--- config.mk ---
export PLATFORM = sky130hd
export DESIGN_NAME = swr_sweep_smoother
export DESIGN_NICKNAME = d
export VERILOG_FILES = /design/src/hdl/swr_pkg.sv /design/src/hdl/swr_sweep_smoother.sv /design/src/hdl/swr_divc.sv
export SDC_FILE = /design/constraint.sdc
export NUM_CORES = 2
export LEC_CHECK = 0
export BUFFER_PORTS_ARGS = -buffer_cell sky130_fd_sc_hd__clkbuf_2
export CAP_MARGIN = 10
export CORE_MARGIN = 2
export CORE_UTILIZATION = 60
export DETAILED_ROUTE_END_ITERATION = 10
export HOLD_SLACK_MARGIN = 0.12
export PLACE_DENSITY = 0.82
export SETUP_SLACK_MARGIN = 0.3
export SLEW_MARGIN = 0
export SYNTH_ARGS = -nofsm -noshare
export SYNTH_HDL_FRONTEND = slang
export SYNTH_SLANG_ARGS = --single-unit
--- constraint.sdc ---
create_clock -name clk -period 18.1 [get_ports clk]
set_input_delay 0 -clock clk [delete_from_list [all_inputs] [get_ports clk]]
set_output_delay 0 -clock clk [all_outputs]
set_load 0.02 [all_outputs]
--- src/hdl/swr_pkg.sv ---
package swr_pkg;

    localparam int POINTS_DEF    = 50;
    localparam int FRAC_BITS_DEF = 8;

    localparam int SAMPLE_W = 16;
    localparam int INDEX_W  = 6;
    localparam int FREQ_W   = 32;
    localparam int SPAN_W   = 19;
    localparam int CFG_W    = 32;
    localparam int CFG_A_W  = 1;
    localparam int WINDOW   = 5;
    localparam int SUM_W    = SAMPLE_W + 3;

    localparam logic [FREQ_W-1:0] CENTER_FREQ_RST = 32'd14000000;
    localparam logic [SPAN_W-1:0] SPAN_HZ_RST     = 19'd100000;

    // register indexes
    localparam logic [CFG_A_W-1:0] REG_CENTER_FREQ = 1'd0;
    localparam logic [CFG_A_W-1:0] REG_SPAN_HZ     = 1'd1;

    // func codes
    localparam logic FUNC_SAMPLE  = 1'b0;
    localparam logic FUNC_RESTART = 1'b1;

    typedef struct packed {
        logic                func;
        logic [SAMPLE_W-1:0] vswr_sample;
    } in_item_t;

    typedef struct packed {
        logic                smooth_valid;
        logic [INDEX_W-1:0]  smooth_index;
        logic [SAMPLE_W-1:0] smooth_value;
        logic [FREQ_W-1:0]   tune_freq;
    } out_item_t;

endpackage

--- src/hdl/swr_sweep_smoother.sv ---
// SWR sweep smoother. Takes one beat per clock when not stalled and returns
// one result beat per input beat (one window/index stage, one divide stage). A
// restart beat (func = 1) refills the window with 1.0, resets the point index,
// latches sweep start = center_freq - span_hz/2 and answers with that start
// frequency; a sample beat answers with the truncated five-point average for
// the point two steps back and the tune frequency of the next point. The last
// four samples are held in a tap line; with the point index they give every
// window, ends clamped. Register writes take effect at the next restart.
module swr_sweep_smoother #(
    parameter int POINTS    = swr_pkg::POINTS_DEF,
    parameter int FRAC_BITS = swr_pkg::FRAC_BITS_DEF
) (
    input  logic                          clk,
    input  logic                          rst_n,
    input  logic                          cfg_we,
    input  logic [swr_pkg::CFG_A_W-1:0]   cfg_addr,
    input  logic [swr_pkg::CFG_W-1:0]     cfg_wdata,
    input  logic                          in_valid,
    output logic                          in_stall,
    input  swr_pkg::in_item_t             in_data,
    output logic                          out_valid,
    input  logic                          out_stall,
    output swr_pkg::out_item_t            out_data
);

    import swr_pkg::*;

    localparam int IDX_W  = $clog2(POINTS);
    localparam int PROD_W = SPAN_W + IDX_W;

    localparam logic [SAMPLE_W-1:0] ONE_Q      = SAMPLE_W'(1 << FRAC_BITS);
    localparam logic [IDX_W-1:0]    IDX_LAST   = IDX_W'(POINTS - 1);
    localparam logic [IDX_W-1:0]    IDX_BACK   = IDX_W'(POINTS - 2);
    localparam logic [SPAN_W-1:0]   WIDTH_RST  = SPAN_HZ_RST & ~SPAN_W'(1);
    localparam logic [FREQ_W-1:0]   LO_RST     =
        CENTER_FREQ_RST - FREQ_W'(SPAN_HZ_RST >> 1);

    logic [FREQ_W-1:0]   center_freq_reg;
    logic [SPAN_W-1:0]   span_hz_reg;

    logic [IDX_W-1:0]    idx_reg, idx_next;
    logic [PROD_W-1:0]   prod_reg, prod_next;
    logic [SPAN_W-1:0]   width_reg;
    logic [FREQ_W-1:0]   lo_reg, lo_next;
    logic [SAMPLE_W-1:0] tap_reg [1:4];

    logic                s1_valid_reg;
    logic                s1_restart_reg;
    logic [IDX_W-1:0]    s1_center_reg;
    logic [SUM_W-1:0]    s1_sum_reg;
    logic [PROD_W-1:0]   s1_prod_reg;
    logic [FREQ_W-1:0]   s1_lo_reg;

    logic                out_valid_reg;
    out_item_t           out_data_reg, out_data_next;

    logic                adv;
    logic                accept;
    logic                restart;
    logic [SUM_W-1:0]    s0, t1, t2, t3, t4;
    logic [SUM_W-1:0]    sum;
    logic [IDX_W-1:0]    center;
    logic [SUM_W-1:0]    avg;
    logic [PROD_W-1:0]   offset;

    assign adv      = !out_valid_reg || !out_stall;
    assign in_stall = !adv;
    assign accept   = in_valid && adv;
    assign restart  = (in_data.func == FUNC_RESTART);

    always_ff @(posedge clk or negedge rst_n)
    begin
        if (!rst_n)
        begin
            center_freq_reg <= CENTER_FREQ_RST;
            span_hz_reg     <= SPAN_HZ_RST;
        end
        else if (cfg_we)
        begin
            case (cfg_addr)
                REG_CENTER_FREQ: center_freq_reg <= cfg_wdata;
                REG_SPAN_HZ:     span_hz_reg     <= cfg_wdata[SPAN_W-1:0];
                default:         ;
            endcase
        end
    end

    assign s0 = SUM_W'(in_data.vswr_sample);
    assign t1 = SUM_W'(tap_reg[1]);
    assign t2 = SUM_W'(tap_reg[2]);
    assign t3 = SUM_W'(tap_reg[3]);
    assign t4 = SUM_W'(tap_reg[4]);

    // window is idx-4..idx, clamped at both ends of the ring
    always_comb
    begin
        if (idx_reg == IDX_W'(0))
            sum = t4 + t3 + t2 + t1 + t1;
        else if (idx_reg == IDX_W'(1))
            sum = t4 + t3 + t2 + t2 + t2;
        else if (idx_reg == IDX_W'(2))
            sum = s0 + t1 + t2 + t2 + t2;
        else if (idx_reg == IDX_W'(3))
            sum = s0 + t1 + t2 + t3 + t3;
        else
            sum = s0 + t1 + t2 + t3 + t4;
    end

    always_comb
    begin
        if (idx_reg < IDX_W'(2))
            center = idx_reg + IDX_BACK;
        else
            center = idx_reg - IDX_W'(2);
    end

    always_comb
    begin
        lo_next = center_freq_reg - FREQ_W'(span_hz_reg >> 1);
        if (restart || idx_reg == IDX_LAST)
        begin
            idx_next  = '0;
            prod_next = '0;
        end
        else
        begin
            idx_next  = idx_reg + IDX_W'(1);
            prod_next = prod_reg + PROD_W'(width_reg);
        end
    end

    always_ff @(posedge clk or negedge rst_n)
    begin
        if (!rst_n)
        begin
            idx_reg   <= '0;
            prod_reg  <= '0;
            width_reg <= WIDTH_RST;
            lo_reg    <= LO_RST;
            for (int i = 1; i <= 4; i++)
                tap_reg[i] <= ONE_Q;
        end
        else if (accept)
        begin
            idx_reg  <= idx_next;
            prod_reg <= prod_next;
            if (restart)
            begin
                width_reg <= span_hz_reg & ~SPAN_W'(1);
                lo_reg    <= lo_next;
                for (int i = 1; i <= 4; i++)
                    tap_reg[i] <= ONE_Q;
            end
            else
            begin
                tap_reg[1] <= in_data.vswr_sample;
                tap_reg[2] <= tap_reg[1];
                tap_reg[3] <= tap_reg[2];
                tap_reg[4] <= tap_reg[3];
            end
        end
    end

    always_ff @(posedge clk or negedge rst_n)
    begin
        if (!rst_n)
            s1_valid_reg <= 1'b0;
        else if (adv)
            s1_valid_reg <= in_valid;
    end

    always_ff @(posedge clk)
    begin
        if (accept)
        begin
            s1_restart_reg <= restart;
            s1_center_reg  <= center;
            s1_sum_reg     <= sum;
            s1_prod_reg    <= prod_next;
            s1_lo_reg      <= restart ? lo_next : lo_reg;
        end
    end

    swr_divc #(
        .WIDTH   (SUM_W),
        .DIVISOR (WINDOW)
    ) u_div_avg (
        .dividend (s1_sum_reg),
        .quotient (avg)
    );

    swr_divc #(
        .WIDTH   (PROD_W),
        .DIVISOR (POINTS)
    ) u_div_freq (
        .dividend (s1_prod_reg),
        .quotient (offset)
    );

    always_comb
    begin
        out_data_next.tune_freq = s1_lo_reg + FREQ_W'(offset);
        if (s1_restart_reg)
        begin
            out_data_next.smooth_valid = 1'b0;
            out_data_next.smooth_index = '0;
            out_data_next.smooth_value = '0;
        end
        else
        begin
            out_data_next.smooth_valid = 1'b1;
            out_data_next.smooth_index = INDEX_W'(s1_center_reg);
            out_data_next.smooth_value = avg[SAMPLE_W-1:0];
        end
    end

    always_ff @(posedge clk or negedge rst_n)
    begin
        if (!rst_n)
            out_valid_reg <= 1'b0;
        else if (adv)
            out_valid_reg <= s1_valid_reg;
    end

    always_ff @(posedge clk)
    begin
        if (adv && s1_valid_reg)
            out_data_reg <= out_data_next;
    end

    assign out_valid = out_valid_reg;
    assign out_data  = out_data_reg;

endmodule

--- src/hdl/swr_divc.sv ---
module swr_divc #(
    parameter int WIDTH   = 19,
    parameter int DIVISOR = 5
) (
    input  logic [WIDTH-1:0] dividend,
    output logic [WIDTH-1:0] quotient
);

    // floor(x / DIVISOR) as x * ceil(2^SH / DIVISOR) >> SH, exact for all WIDTH-bit x
    localparam int SH    = WIDTH + $clog2(DIVISOR);
    localparam int PW    = SH + WIDTH;
    localparam int MW    = WIDTH + 2;
    localparam longint unsigned MUL_L = ((64'd1 << SH) + 64'(DIVISOR) - 64'd1) / 64'(DIVISOR);
    localparam logic [MW-1:0] MUL = MUL_L[MW-1:0];

    logic [PW-1:0] prod;

    assign prod     = PW'(dividend) * PW'(MUL);
    assign quotient = prod[SH +: WIDTH];

endmodule

==> flow_summary.json <==
{
  "period_minus_slack_ns": 9.91,
  "drt-pass1-iter-count": 5,
  "finalClockSkew_ns": 0.0345,
  "cts.hold.buffers_added": 60,
  "gp_congestion": 0.982,
  "endpoint_kind": "flip-flop",
  "crit_buf_inv": 4,
  "synth_top_area_share": 0.195,
  "num_io_pins": 112,
  "required_ns": 18.41,
  "yosys-top-cells-area": "ha_1, fa_1, edfxtp_1",
  "muxShareOfSynthArea": 0.0344,
  "ys_types": 82,
  "first_global_vias": 27075,
  "wire_per_inst_microns": 18.4,
  "final_nets": 4777,
  "grt_start_max_net_pins": 94,
  "finalNonFillerCells": 4607,
  "start_kind": "flip-flop",
  "ys_warn_count": 0,
  "vias_per_cell": 5.71,
  "largest_reg_flops": 55,
  "synth_adder_area_share": 0.390,
  "clkTransAtPathRegs_ns": 0.07,
  "slew_viol_final": 0,
  "drive_above_1_share": 0.0962,
  "antenna_found_initial": 1,
  "die_y_microns": 251,
  "holdWs_ns": 0.208,
  "drc": 0,
  "synthArstFlopShare": 0.588,
  "cts_setup_buffers": 0,
  "drtIter0Drc": 1704,
  "cap_violations": 0,
  "synth_cells": 3642,
  "yosys.area.top_type": "ha_1",
  "fmax_ghz": 0.101,
  "place_inst": 4479,
  "core.rowCount": 90,
  "clkSinkCount": 335,
  "tritoncts.num_buffers": 37,
  "vias": 26287,
  "tightest_slew_ns": 1.07,
  "postLayoutCoreUtil": 0.660,
  "synthesis.area_sq_um": 36500,
  "clockBufferDepth": 3,
  "seq_area_frac_synth": 0.250,
  "post_synth.cell_area_avg_sq_um": 10.0,
  "setup_viol": 0,
  "synth_edf_count": 138,
  "portBuffers": 111,
  "cpMostUsedCell": "fa_1",
  "grt_overflow_total": 0,
  "hold_viol": 0,
  "setup_tns_ns": 0,
  "min_period_over_period": 0.547,
  "critical_path_peak_fanout": 8,
  "yosys.area_share.xor_xnor": 0.0479,
  "grt_pass1_wl_mm": 138,
  "synth_top_family_by_area": "adder cells",
  "synth_simple_gate_area_frac": 0.0909,
  "synth-main-ff-cell": "dfrtp_1",
  "dp_hpwl_mm": 67.7,
  "cp.arrival_ns": 10.22,
  "cts_max_level": 2,
  "cts_resized": 0,
  "max_slew_margin": 0.287,
  "rsz0062_at_grt": "false",
  "path_class": "reg2reg",
  "start_util": 0.606,
  "areaGrowthSynthToFinish_pct": 8.88,
  "cts_tree": "built",
  "outcome": "complete, no violations",
  "root_buffer": "clkbuf_16",
  "die_area_sq_um": 62900,
  "core_sq_um": 60200,
  "grt.total_usage": 0.275,
  "crit_slowest_cell": "o311ai_1",
  "ant_nets": 0,
  "synth_compound_area_frac": 0.113,
  "wirelength_mm": 84.8,
  "path_delay_family": "adder cells",
  "syn_nets": 4623,
  "worstSkewPairLatency_ns": 0.59,
  "critical_path.max_stage_delay_ns": 0.91,
  "hold_path.class": "in2reg",
  "fp.dieW_microns": 251,
  "ys_ff_latch": 335
}
[Yosys cell counts (26+ instances only)]
| master | n |
|---|---|
| a211oi_1 | 26 |
| a21o_1 | 71 |
| a21oi_1 | 163 |
| clkbuf_1 | 57 |
| dfrtp_1 | 158 |
| dfstp_2 | 39 |
| edfxtp_1 | 138 |
| fa_1 | 356 |
| ha_1 | 570 |
| inv_1 | 644 |
| mux2_2 | 107 |
| nand2_1 | 215 |
| nand2b_1 | 72 |
| nand3_1 | 38 |
| nor2_1 | 183 |
| nor2b_1 | 33 |
| nor3_1 | 44 |
| o21a_1 | 30 |
| o21ai_0 | 189 |
| xnor2_1 | 127 |
| xor2_1 | 71 |
[layer usage]
metal	vias up	global-route usage	wire length [microns]
li1	12519	-	-
met1	12877	0.374	37200
met2	716	0.455	39900
met3	175	0.0408	4840
met4	0	0.0893	2780
met5	-	0	0
[final timing paths]
| kind | from | to | slack, ns | cells after the start |
|---|---|---|---|---|
| worst min-delay path | cfg_wdata[25] | center_freq_reg[25] | 0.21 | 3 |
| worst min register to register | t4[8] | t4[8] | 0.48 | 2 |
| worst max register to register | s1_prod_reg[5] | out_data[30] | 8.19 | 33 |
| worst max-delay path | s1_prod_reg[5] | out_data[30] | 8.19 | 33 |
| max in group asynchronous | rst_n | lo_reg[17] | 16.01 | 5 |
| min in group asynchronous | rst_n | t2[1] | 0.46 | 3 |
[worst reg2reg max path, delay by kind of cell (launching register included)]
family | cells | cell delay, ns
compound gates | 13 | 3.50
xor+xnor | 2 | 0.36
fa+ha+maj | 9 | 4.25
buf+inv | 4 | 0.20
flops | 1 | 0.56
simple gates | 5 | 0.81
[kinds of logic (layout without fill, tap and decap cells)]
| group | count (synthesis) | in the layout |
|---|---|---|
| xor gates and xnor gates | 199 | 199 |
| adders and majority gates | 926 | 926 |
| and+or+nand+nor | 701 | 701 |
| muxes | 112 | 112 |
| AOI/OAI and AO/OA | 656 | 656 |
| other | 0 | 1 |
| buffers and inverters | 713 | 895 |
| DFF | 335 | 335 |
[through the flow]
stage | setup slack [ns] | instance area, sq um
detailed placement | 8.41 | 37900
CTS | 8.37 | 39800
global route | 7.82 | 39800
global placement | 8.60 | 37900
floorplan | 9.74 | 36500
finish | 8.19 | 39800
[placed cells by master (no fill, tap or decap), types with 6 or more instances in the layout]
cell type        n
edfxtp_1       138
o22ai_1          6
o31ai_1         21
nor2b_1         32
xor2_1          71
a211o_1          7
a211oi_1        26
clkbuf_16       37
buf_4           12
dfstp_2         39
nand3b_1         8
and3_1          23
o21a_1          30
inv_1          644
a21oi_1        163
a21boi_0         7
nand3_1         38
nor3_1          44
a21o_1          71
or2_2           12
nor4_1           6
mux2_2         107
dfrtp_1        158
nand4_1         21
clkbuf_2       109
o21bai_1        22
dlygate4sd3_1   59
ha_1           570
fa_1           356
and2_1          11
a31oi_1         15
o211ai_1        21
or3_1           21
o21ai_1         11
nand2_1        213
nor2_1         183
clkbuf_1         6
xnor2_1        127
o21ai_0        189
nand2b_1        72
[area by class of cell]
type,instances,area (sq um)
tap,782,978
sequential,335,9120
clock inverter,20,226
inverter,646,2430
multi-input combinational,2594,24700
fill,4428,20500
antenna,1,2.50
clock buffer,47,1000
timing repair buffer,182,1270
Power is not shown: default switching activity piles up to over one toggle a cycle in this logic, so the estimate is an artifact.
